$ cat config.mk
export PLATFORM = sky130hd
export DESIGN_NAME = fuzzy_keyword_stream_matcher
export DESIGN_NICKNAME = d
export VERILOG_FILES = /design/src/rtl/core/fksm_pkg.sv /design/src/rtl/core/fuzzy_keyword_stream_matcher.sv /design/src/rtl/core/fksm_decode.sv /design/src/rtl/core/fksm_keys.sv /design/src/rtl/core/fksm_lane.sv
export SDC_FILE = /design/constraint.sdc
export NUM_CORES = 2
export LEC_CHECK = 0
export BUFFER_PORTS_ARGS = -buffer_cell sky130_fd_sc_hd__buf_4
export CAP_MARGIN = 20
export CORE_MARGIN = 10
export CORE_UTILIZATION = 36
export CTS_CLUSTER_DIAMETER = 120
export DETAILED_ROUTE_END_ITERATION = 12
export PLACE_DENSITY = 0.58
export SYNTH_ARGS = -nofsm -noshare
export SYNTH_HDL_FRONTEND = slang
export SYNTH_SLANG_ARGS = --single-unit
$ cat constraint.sdc
create_clock -name clock -period 3.3 [get_ports clock]
set_input_delay 0.66 -clock clock [delete_from_list [all_inputs] [get_ports clock]]
set_output_delay 0.66 -clock clock [all_outputs]
set_load 0.005 [all_outputs]
$ cat src/rtl/core/fksm_pkg.sv
`timescale 1ns / 1ps
// ----------------------------------------------------------------------------
// Keyword stream matcher package
// Shared constants, character classes and lane types for the matcher.
// ----------------------------------------------------------------------------
package fksm_pkg;

   localparam int MAX_TAG_DEFAULT = 64;
   localparam int TAG_WORDS       = 8;
   localparam int TAG_WORD_W      = 64;
   localparam int CSR_IDX_W       = 4;
   localparam int ST_W            = 8;

   // Bit positions inside one attempt state entry.
   localparam int ST_MAIN0 = 0;
   localparam int ST_MAIN1 = 1;
   localparam int ST_SEP0  = 2;
   localparam int ST_SEP1  = 3;
   localparam int ST_ESCM0 = 4;
   localparam int ST_ESCM1 = 5;
   localparam int ST_ESCS  = 6;
   localparam int ST_DROP  = 7;

   localparam logic [7:0] CH_NUL   = 8'h00;
   localparam logic [7:0] CH_ESC   = 8'h1B;
   localparam logic [7:0] CH_UPA   = 8'h41;
   localparam logic [7:0] CH_UPZ   = 8'h5A;
   localparam logic [7:0] CH_ZERO  = 8'h30;
   localparam logic [7:0] CH_NINE  = 8'h39;
   localparam logic [7:0] CH_SEMI  = 8'h3B;
   localparam logic [7:0] CH_LBRK  = 8'h5B;
   localparam logic [7:0] CASE_BIT = 8'h20;

   typedef struct packed {
      logic       esc;      // byte is ESC
      logic       param;    // byte may continue an escape sequence
      logic       wide;     // top bit set, sets the double-byte flag
      logic [7:0] folded;   // byte as judged with the flag clear
      logic       sep_fold; // folded byte is a separator
      logic       sep_raw;  // raw byte is a separator
   } byte_info_type;

   typedef struct packed {
      logic [ST_W-1:0] own;  // contribution to this position's next state
      logic [1:0]      adv;  // fresh-read bits handed to the next position
      logic            hit;  // a match completed here
   } lane_out_type;

   function automatic logic [7:0] fold_case(input logic [7:0] c);
      if (c >= CH_UPA && c <= CH_UPZ) begin
         return c | CASE_BIT;
      end
      return c;
   endfunction

   // Punctuation, space, newline and ESC.
   function automatic logic is_separator(input logic [7:0] c);
      return c inside {8'h60, 8'h7E, 8'h21, 8'h40, 8'h23, 8'h24, 8'h25, 8'h5E,
                       8'h26, 8'h2A, 8'h28, 8'h29, 8'h2D, 8'h5F, 8'h3D, 8'h2B,
                       8'h5B, 8'h5D, 8'h7B, 8'h7D, 8'h5C, 8'h7C, 8'h3B, 8'h3A,
                       8'h27, 8'h22, 8'h2C, 8'h3C, 8'h2E, 8'h3E, 8'h2F, 8'h3F,
                       8'h0A, 8'h20, CH_ESC};
   endfunction

endpackage

$ cat src/rtl/core/fuzzy_keyword_stream_matcher.sv
// The result for a text byte appears in the cycle after the byte is accepted.
// Throughput: one byte per cycle unless the response stalls; every keyword position
// after the first has a parallel lane, and one output register carries the result.
// Reset clears the keyword registers, all attempt states and the found flag.
// A beat marked last also clears all match state once its result is formed.
`timescale 1ns / 1ps
// ----------------------------------------------------------------------------
// Keyword stream matcher
// Scans a text byte stream for a configured keyword with case folding,
// double-byte tracking and skipping of separators and escape sequences.
// ----------------------------------------------------------------------------
module fuzzy_keyword_stream_matcher #(
   parameter int MAX_TAG = fksm_pkg::MAX_TAG_DEFAULT
) (
   input  logic                                clock,
   input  logic                                reset,
   input  logic                                req_valid,
   output logic                                req_stall,
   input  logic [7:0]                          req_text_byte,
   input  logic                                req_last,
   output logic                                rsp_valid,
   input  logic                                rsp_stall,
   output logic                                rsp_found,
   output logic                                rsp_done_res,
   input  logic                                csr_valid,
   output logic                                csr_ready,
   input  logic [fksm_pkg::CSR_IDX_W-1:0]      csr_index,
   input  logic [fksm_pkg::TAG_WORD_W-1:0]     csr_data
);
   import fksm_pkg::*;

   localparam int Lanes = MAX_TAG - 1;

   logic [MAX_TAG-1:0][7:0]  key_byte;
   logic [MAX_TAG-1:0]       key_ends;
   byte_info_type            info;
   lane_out_type             lane_out [Lanes];
   logic [Lanes-1:0]         lane_hit;

   // Entry j holds the attempts waiting on keyword position j + 1.
   logic [Lanes-1:0][ST_W-1:0] states_ff, states_in;
   logic found_ff, found_in;
   logic lead_ff, lead_in;
   logic stopped_ff, stopped_in;
   logic rsp_valid_ff, rsp_valid_in;
   logic rsp_found_ff;
   logic rsp_done_ff;

   logic accept;
   logic start_live;
   logic start_eq;
   logic found_now;
   logic [ST_W-1:0] start_bits;

   assign csr_ready = 1'b1;

   fksm_keys #(
      .MaxTag (MAX_TAG)
   ) u_keys (
      .clock    (clock),
      .reset    (reset),
      .wr_en    (csr_valid),
      .wr_index (csr_index),
      .wr_data  (csr_data),
      .key_byte (key_byte),
      .key_ends (key_ends)
   );

   fksm_decode u_decode (
      .text_byte (req_text_byte),
      .info      (info)
   );

   for (genvar j = 0; j < Lanes; j++) begin : g_lane
      fksm_lane u_lane (
         .state     (states_ff[j]),
         .text_byte (req_text_byte),
         .info      (info),
         .key_byte  (key_byte[j+1]),
         .key_ends  (key_ends[j+1]),
         .result    (lane_out[j])
      );
      assign lane_hit[j] = lane_out[j].hit;

      if (j == 0) begin : g_first
         assign states_in[j] = lane_out[j].own | start_bits;
      end else begin : g_rest
         assign states_in[j] = lane_out[j].own |
                               {{(ST_W-2){1'b0}}, lane_out[j-1].adv};
      end
   end

   // Attempts start only before a text NUL and not on a double-byte pair's second byte.
   always_comb begin
      start_live = ~stopped_ff & (req_text_byte != CH_NUL) & ~lead_ff;
      start_eq   = start_live & (key_byte[0] != CH_NUL) & (info.folded == key_byte[0]);
      start_bits = '0;
      start_bits[ST_MAIN0] = start_eq & ~key_ends[0];
      found_now  = found_ff | (start_eq & key_ends[0]) | (|lane_hit);

      stopped_in = stopped_ff | (req_text_byte == CH_NUL);
      if (stopped_ff || req_text_byte == CH_NUL) begin
         lead_in = lead_ff;
      end else if (lead_ff) begin
         lead_in = 1'b0;
      end else begin
         lead_in = info.wide;
      end

      found_in = found_now;
   end

   assign req_stall = rsp_valid_ff & rsp_stall;
   assign accept    = req_valid & ~req_stall;

   always_comb begin
      if (accept) begin
         rsp_valid_in = 1'b1;
      end else begin
         rsp_valid_in = rsp_valid_ff & rsp_stall;
      end
   end

   always_ff @(posedge clock) begin
      if (reset) begin
         states_ff    <= '0;
         found_ff     <= 1'b0;
         lead_ff      <= 1'b0;
         stopped_ff   <= 1'b0;
         rsp_valid_ff <= 1'b0;
      end else begin
         rsp_valid_ff <= rsp_valid_in;
         if (accept) begin
            if (req_last) begin
               states_ff  <= '0;
               found_ff   <= 1'b0;
               lead_ff    <= 1'b0;
               stopped_ff <= 1'b0;
            end else begin
               states_ff  <= states_in;
               found_ff   <= found_in;
               lead_ff    <= lead_in;
               stopped_ff <= stopped_in;
            end
         end
      end
   end

   always_ff @(posedge clock) begin
      if (accept) begin
         rsp_found_ff <= found_now;
         rsp_done_ff  <= req_last;
      end
   end

   assign rsp_valid    = rsp_valid_ff;
   assign rsp_found    = rsp_found_ff;
   assign rsp_done_res = rsp_done_ff;

endmodule

$ cat src/rtl/core/fksm_decode.sv
`timescale 1ns / 1ps
// ----------------------------------------------------------------------------
// Text byte classifier
// Works out the folded form and character classes of one text byte, shared
// by all keyword positions.
// ----------------------------------------------------------------------------
module fksm_decode (
   input  logic [7:0]                  text_byte,
   output fksm_pkg::byte_info_type     info
);
   import fksm_pkg::*;

   logic [7:0] folded;

   always_comb begin
      folded        = text_byte[7] ? text_byte : fold_case(text_byte);
      info.esc      = (text_byte == CH_ESC);
      info.param    = (text_byte >= CH_ZERO && text_byte <= CH_NINE) ||
                      (text_byte == CH_SEMI) || (text_byte == CH_LBRK);
      info.wide     = text_byte[7];
      info.folded   = folded;
      info.sep_fold = is_separator(folded);
      info.sep_raw  = is_separator(text_byte);
   end

endmodule

$ cat src/rtl/core/fksm_keys.sv
`timescale 1ns / 1ps
// ----------------------------------------------------------------------------
// Keyword registers
// Holds the keyword bytes written through the register port and flags the
// positions after which the keyword ends.
// ----------------------------------------------------------------------------
module fksm_keys #(
   parameter int MaxTag = fksm_pkg::MAX_TAG_DEFAULT
) (
   input  logic                                clock,
   input  logic                                reset,
   input  logic                                wr_en,
   input  logic [fksm_pkg::CSR_IDX_W-1:0]      wr_index,
   input  logic [fksm_pkg::TAG_WORD_W-1:0]     wr_data,
   output logic [MaxTag-1:0][7:0]              key_byte,
   output logic [MaxTag-1:0]                   key_ends
);
   import fksm_pkg::*;

   logic [MaxTag-1:0][7:0] key_ff;

   // Only the bytes the keyword can reach are kept; the rest of a word is dropped.
   for (genvar i = 0; i < MaxTag; i++) begin : g_byte
      localparam int Word = i / 8;
      localparam int Lsb  = (i % 8) * 8;

      always_ff @(posedge clock) begin
         if (reset) begin
            key_ff[i] <= 8'h00;
         end else if (wr_en && wr_index == CSR_IDX_W'(Word)) begin
            key_ff[i] <= wr_data[Lsb +: 8];
         end
      end

      if (i + 1 >= MaxTag) begin : g_tail
         assign key_ends[i] = 1'b1;
      end else begin : g_body
         assign key_ends[i] = (key_ff[i+1] == CH_NUL);
      end
   end

   assign key_byte = key_ff;

endmodule

$ cat src/rtl/core/fksm_lane.sv
`timescale 1ns / 1ps
// ----------------------------------------------------------------------------
// Keyword position lane
// Next-state logic for all attempts waiting on one keyword position.
// ----------------------------------------------------------------------------
module fksm_lane (
   input  logic [fksm_pkg::ST_W-1:0]     state,
   input  logic [7:0]                    text_byte,
   input  fksm_pkg::byte_info_type       info,
   input  logic [7:0]                    key_byte,
   input  logic                          key_ends,
   output fksm_pkg::lane_out_type        result
);
   import fksm_pkg::*;

   logic act0, act1;
   logic eq0, eq1;
   logic adv0, adv1, hit0, hit1;
   logic escs0, escs1, sep0, sep1;

   always_comb begin
      // Judging with the flag clear uses the folded byte; with it set, the raw byte.
      act0  = (state[ST_MAIN0] & ~info.esc) | state[ST_SEP0];
      act1  = (state[ST_MAIN1] & ~info.esc) | state[ST_SEP1];
      eq0   = (info.folded == key_byte);
      eq1   = (text_byte == key_byte);
      hit0  = act0 & eq0 & key_ends;
      hit1  = act1 & eq1 & key_ends;
      adv0  = act0 & eq0 & ~key_ends;
      adv1  = act1 & eq1 & ~key_ends;
      escs0 = act0 & ~eq0 & info.esc;
      escs1 = act1 & ~eq1 & info.esc;
      sep0  = act0 & ~eq0 & ~info.esc & info.sep_fold;
      sep1  = act1 & ~eq1 & ~info.esc & info.sep_raw;

      result.own           = '0;
      result.own[ST_SEP0]  = (sep0 & ~info.wide) | sep1 |
                             (state[ST_ESCM0] & ~info.param) | state[ST_DROP];
      result.own[ST_SEP1]  = (sep0 & info.wide) | (state[ST_ESCM1] & ~info.param);
      result.own[ST_ESCM0] = (state[ST_MAIN0] & info.esc) | (state[ST_ESCM0] & info.param);
      result.own[ST_ESCM1] = (state[ST_MAIN1] & info.esc) | (state[ST_ESCM1] & info.param);
      result.own[ST_ESCS]  = escs0 | escs1 | (state[ST_ESCS] & info.param);
      result.own[ST_DROP]  = state[ST_ESCS] & ~info.param;
      result.adv[0]        = (adv0 & ~info.wide) | adv1;
      result.adv[1]        = adv0 & info.wide;
      result.hit           = hit0 | hit1;
   end

endmodule
# Word level (Yosys, flattened, before mapping)
# Index checks and enable logic that the tools add are counted.
[totals]
register_bits = 1022
inputBits = 82
out_inout_bits = 5
wordCells = 3219
[op_classes]
magnitude_cmp = 4
n_eq_ne = 205
mux = 11
bitwise = 2782
reduce_logical = 84
[op_table]
columns = ["cell", "count"]
rows = [
  ["$and A1 B1 Y1", 1766],
  ["$eq A8 B8 Y1", 127],
  ["$or A1 B1 Y1", 758],
  ["$logic_not A8 Y1", 64],
  ["$mux W504", 1],
  ["$or A8 B2 Y8", 62],
  ["$eq A8 B6 Y1 const B", 44],
  ["$not A1 Y1", 195],
  ["$eq A8 B7 Y1 const B", 22],
  ["$reduce_bool A35 Y1", 2],
  ["$reduce_or A63 Y1", 1],
  ["$mux W8", 3],
  ["$eq A4 B3 Y1 const B", 4],
  ["$eq A8 B4 Y1 const B", 2],
  ["$eq A8 B5 Y1 const B", 2],
  ["$reduce_bool A8 Y1", 2],
  ["$logic_and A1 B1 Y1", 10],
  ["$eq A4 B2 Y1 const B", 2],
  ["$ge A8 B6 Y1 const B", 1],
  ["$ge A8 B7 Y1 const B", 1],
  ["$le A8 B6 Y1 const B", 1],
  ["$le A8 B7 Y1 const B", 1],
  ["$or A8 B1 Y8", 1],
  ["$mux W1", 7],
  ["5 further kinds", 7],
]

# Depth between registers and ports, before layout
[logic_depth]
ltp_word = 16
ltp_mapped = 14
depth_no_buf = 9

# Hierarchy
# From an unflattened synthesis, not the netlist that was laid out.
[unflattened]
hier_cells = 7609
area_unflattened_um2 = 63358.3
[modules_own_cells]
columns = ["mod", "n_inst", "cells_per_inst", "area_each_um2", "seq_area_each_um2"]
rows = [
  ["fksm_lane", 63, 50, 349.1, 0.0],
  ["fksm_keys", 1, 1989, 21152.8, 10249.8],
  ["fuzzy_keyword_stream_matcher", 1, 2429, 19944.1, 10229.8],
  ["fksm_decode", 1, 41, 269.0, 0.0],
]

# Worst setup path before layout
# Ideal clock, no wire load.
[synth_path]
kind = "input-to-reg"
from = "input port req_text_byte[1]"
to = "register rsp_found_ff, in the netlist rsp_found, data pin"
setup_time_ns = 0.264
t_arrival_ns = 2.929
required_ns = 3.036
setup_slack_ns = 0.107
path_stages = 11
cell_sequence = "buf_4 > or4_4 > o211a_1 > buf_2 > o31ai_1 > a2111oi_1 > o21bai_1 > o2111ai_1 > a2111oi_1 > and4_4 > nand2_1"
[synth_via]
elab_chain_len = 11
word_cells_on_any_way = 710
cone_classes = "order compare: 2; eq/ne: 128; mux: 4; bitwise: 573; reduce/logical: 3"
[synth_lines]
columns = ["item", "line_no", "source"]
rows = [
  ["start, declared", "fuzzy_keyword_stream_matcher.sv:19", "input logic [7:0] req_text_byte,"],
  ["$ge A8 B7 Y1 or $le A8 B7 Y1 (tied branches)", "fksm_pkg.sv:50", "if (c >= CH_UPA && c <= CH_UPZ) begin"],
  ["$logic_and A1 B1 Y1", "fksm_pkg.sv:50", ""],
  ["$mux W1", "fksm_pkg.sv:50", ""],
  ["$mux W8", "fksm_pkg.sv:53", "return c;"],
  ["$mux W8", "fksm_decode.sv:16", "folded = text_byte[7] ? text_byte : fold_case(text_byte);"],
  ["$eq A8 B8 Y1", "fksm_lane.sv:25", "eq0 = (info.folded == key_byte);"],
  ["$and A1 B1 Y1 (2 in series)", "fksm_lane.sv:27", "hit0 = act0 & eq0 & key_ends;"],
  ["$or A1 B1 Y1", "fksm_lane.sv:46", "result.hit = hit0 | hit1;"],
  ["$reduce_or A63 Y1", "fuzzy_keyword_stream_matcher.sv:99", "found_now = found_ff | (start_eq & key_ends[0]) | (|lane_hit);"],
  ["$or A1 B1 Y1 *", "fuzzy_keyword_stream_matcher.sv:99", ""],
  ["via found_in", "fuzzy_keyword_stream_matcher.sv:42", "logic found_ff, found_in;"],
  ["end signal, assigned", "fuzzy_keyword_stream_matcher.sv:151", "rsp_found_ff <= found_now;"],
  ["end, declared", "fuzzy_keyword_stream_matcher.sv:46", "logic rsp_found_ff;"],
]
# The timed path passes the listed nets; every way through them passes the cells marked *. The select of a mux whose other input is x is not followed.
# A chain may end at the register's enable or synchronous reset.

# Final worst setup path
[layout_path]
from = "input port req_text_byte[0]"
to = "register rsp_found_ff, in the netlist rsp_found, data pin"
# The elaborated chain is that of the path after synthesis.

==> metrics.md <==
| Metric | Value |
|---|---|
| Commonest cells after routing, fill and taps aside | 1,259 x nand2_1, 1,019 x dfxtp_1, 844 x a21oi_1 |
| Slew HR | 16.4% |
| Async SR Flop Fraction | 0% |
| Gr usage total | 25.0% |
| Num CTS Buffers | 112 |
| DR vias | 47.9k |
| Synth Area per Inst | 7.86 um^2 |
| DRT Pass-1 Iters | 6 |
| #FFs+latches synth | 1,021 |
| Area delta synth->final | 20.1% |
| Post-synth EDFFs | 2 |
| Fmax | 312 MHz |
| Vias in the first global route | 44.8k |
| GRT met2 Usage | 39.7% |
| Core Util, Final | 43.6% |
| Clock root cell | clkbuf_16 |
| Power density over cell area | 482 mW/mm^2 |
| CTS tree | done |
| Startpoint Class | primary input |
| Tmin final | 3.20 ns |
| Antenna viol nets, final | 0 |
| I/O pin count | 87 |
| Main flop type after synthesis | dfxtp_1 |
| Post-synth cell types | 83 |
| Congestion Overflow GR | 0 |
| Wirelength, routed | 198,000 um |
| Worst slew pin tran | 1.25 ns |
| Final setup vio count | 0 |
| Die width | 387 um |
| Non-filler cells, final | 8,268 |
| Worst Path Required | 3.80 ns |
| WHS | 0.133 ns |
| Final #Nets | 6,494 |
| First-pass GRT wire length | 292,000 um |
| Yosys warns | 0 |
| Status | finished clean |
| CP Capture Type | flop |
| Layout Cell Area excl Fill | 0.0583 mm^2 |
| Initial antenna violation count | 11 |
| Layout cell share with drive strength beyond 1 | 14.5% |
| Die ar. | 0.150 mm^2 |
| Core area | 0.134 mm^2 |
| Critical Path AT | 3.70 ns |
| Reg clk slew, reported paths | 0.07 ns |
| Pre-CTS setup slack | -0.881 ns |
| Final hold vios | 0 |
| Crit share post-route | 97.0% |
| 1st-iter DRT viols | 5,397 |
| Vias per cell | 5.79 |
| Clock buffer depth | 3 |
| Num rows | 134 |
| Number of buffers inserted by port buffering | 85 |
| FILL cells | 13.2k |
| Pins over their slew limit | 0 |
| Crit Path Max Fanout | 5 |
| RSZ-0062 raised after global routing | no |
| Initial Utilization | 36.3% |
| Die height | 387 um |
| Post-synthesis cell count | 6,175 |
| Most used routing layer | met2 |
| Most common cell after layout, fill and taps aside | nand2_1 |
| Post-DP HPWL | 132,000 um |
| Sequential share of the synthesized area | 42.2% |
| Worst min path class | primary input to flop |
| Maximum VDD drop | 515 uV |
| Number of clock sinks | 1,021 |
| Static Leak | 0.0212 uW |
| Final WS setup | 0.0990 ns |
| Placed inst area | 0.0544 mm^2 |
| Met3 usage | 4.33% |
| Largest net degree at the start of global routing | 220 |
| H-Tree Level Count | 3 |
| Cell Area, Synth | 0.0485 mm^2 |
| Residual DRC | 0 |
| Max-cap violations | 0 |
| Placed Instances | 8,066 |
| Final GP Congestion | 0.956 |
| Worst skew pair latency | 0.76 ns |
| Synthesized Nets | 6,257 |
| M1 GR Usage | 33.1% |
| Cts hold-fix bufs | 0 |
| WL per Instance | 23.9 um |
| Worst setup path category | primary input to flop |
| Fin Clk Skew | 0.0362 ns |
-- worst paths after layout --
check	from	endpoint	slack [ns]	cells past startpoint
max	req_text_byte[0]	rsp_found	0.1	11
min reg2reg	states_ff[362]	states_ff[362]	0.46	2
max reg2reg	u_keys.key_byte[5]	rsp_found	0.23	10
min	req_valid	rsp_valid	0.13	3
-- flip-flops by register name (all words and copies together) (netlist names) --
register and flops:
lead_ff 1, states_ff 503, stopped_ff 1, rsp_valid 1, rsp_found 1, u_keys.key_byte 512
rsp_done_res 1, found_ff 1
-- layout make-up --
class | count | area, um^2 | share of cell area (%)
multi-input combinational | 4553 | 25600 | 43.9
sequential | 1021 | 20500 | 35.1
timing repair buffer | 705 | 6140 | 10.5
clock buffer | 160 | 3340 | 5.72
tap | 1768 | 2210 | 3.80
clock inverter | 37 | 473 | 0.811
inverter | 19 | 72.6 | 0.125
antenna | 5 | 12.5 | 0.0215
-- critical path: stages --
cell and delay (ns):
buf_4 0.17, or4_4 0.56, nor4_1 0.49, a21oi_1 0.11, o2111ai_1 0.30, nor2_1 0.09
a2111oi_1 0.47, buf_4 0.21, o2111ai_1 0.20, nor4_2 0.32, nand2_1 0.11
-- synth_stat cells (20+ instances only) --
| cell | n | area share, % |
|---|---|---|
| nand2_1 | 1262 | 9.8 |
| dfxtp_1 | 1019 | 42 |
| a21oi_1 | 845 | 8.7 |
| nor2_1 | 611 | 4.7 |
| clkbuf_1 | 381 | 2.9 |
| xor2_1 | 296 | 5.3 |
| a22oi_1 | 258 | 4.0 |
| xnor2_1 | 257 | 4.6 |
| nor4_1 | 234 | 3.0 |
| nor3_1 | 92 | 0.95 |
| buf_2 | 85 | 0.88 |
| a32oi_1 | 81 | 1.5 |
| buf_4 | 78 | 1.2 |
| nand4_1 | 68 | 0.88 |
| o22ai_1 | 66 | 0.85 |
| o221ai_1 | 64 | 1.2 |
| o22a_1 | 54 | 0.97 |
| a221oi_1 | 49 | 0.88 |
| o211ai_1 | 30 | 0.46 |
| buf_1 | 29 | 0.22 |
| o21ai_0 | 29 | 0.30 |
| a21o_1 | 23 | 0.36 |
| or4_1 | 20 | 0.31 |
-- per-layer routing --
layer / routed length [um] / up-vias
li1: - / 22074
met1: 82300 / 23061
met2: 88900 / 2308
met3: 17400 / 448
met4: 9150 / 6
met5: 41 / -
-- power by group --
part           switching (uW)  internal, uW  total [uW]
clock network            5370          7750       13100
logic                    1710           740        2450
registers                92.3         12400       12500
-- what timing repair did --
item / 4_1_cts / 5_1_grt
gates resized for setup: 2 / 7
setup endpoints to repair: 1 / 2
gates cloned: 0 / 0
setup buffers: 0 / 0
pin swaps: 0 / 1
-- cell families after synthesis --
kind of cell,count (synthesis),share of synthesized area (%)
simple gates,2390,21.1
other cells,1,0.00773
buf+inv,601,5.56
compound gates,1608,21.1
xor+xnor,553,9.98
mux,1,0.0206
flops,1021,42.2
-- through the flow --
stage	power (uW)	TNS, ns
2_1_floorplan	14100	0
3_3_place_gp	15100	-24.62
3_5_place_dp	15200	-30.88
4_1_cts	28200	0
5_1_grt	28800	0
6_report	28100	0
No activity file was read; power rests on OpenSTA's default activity.
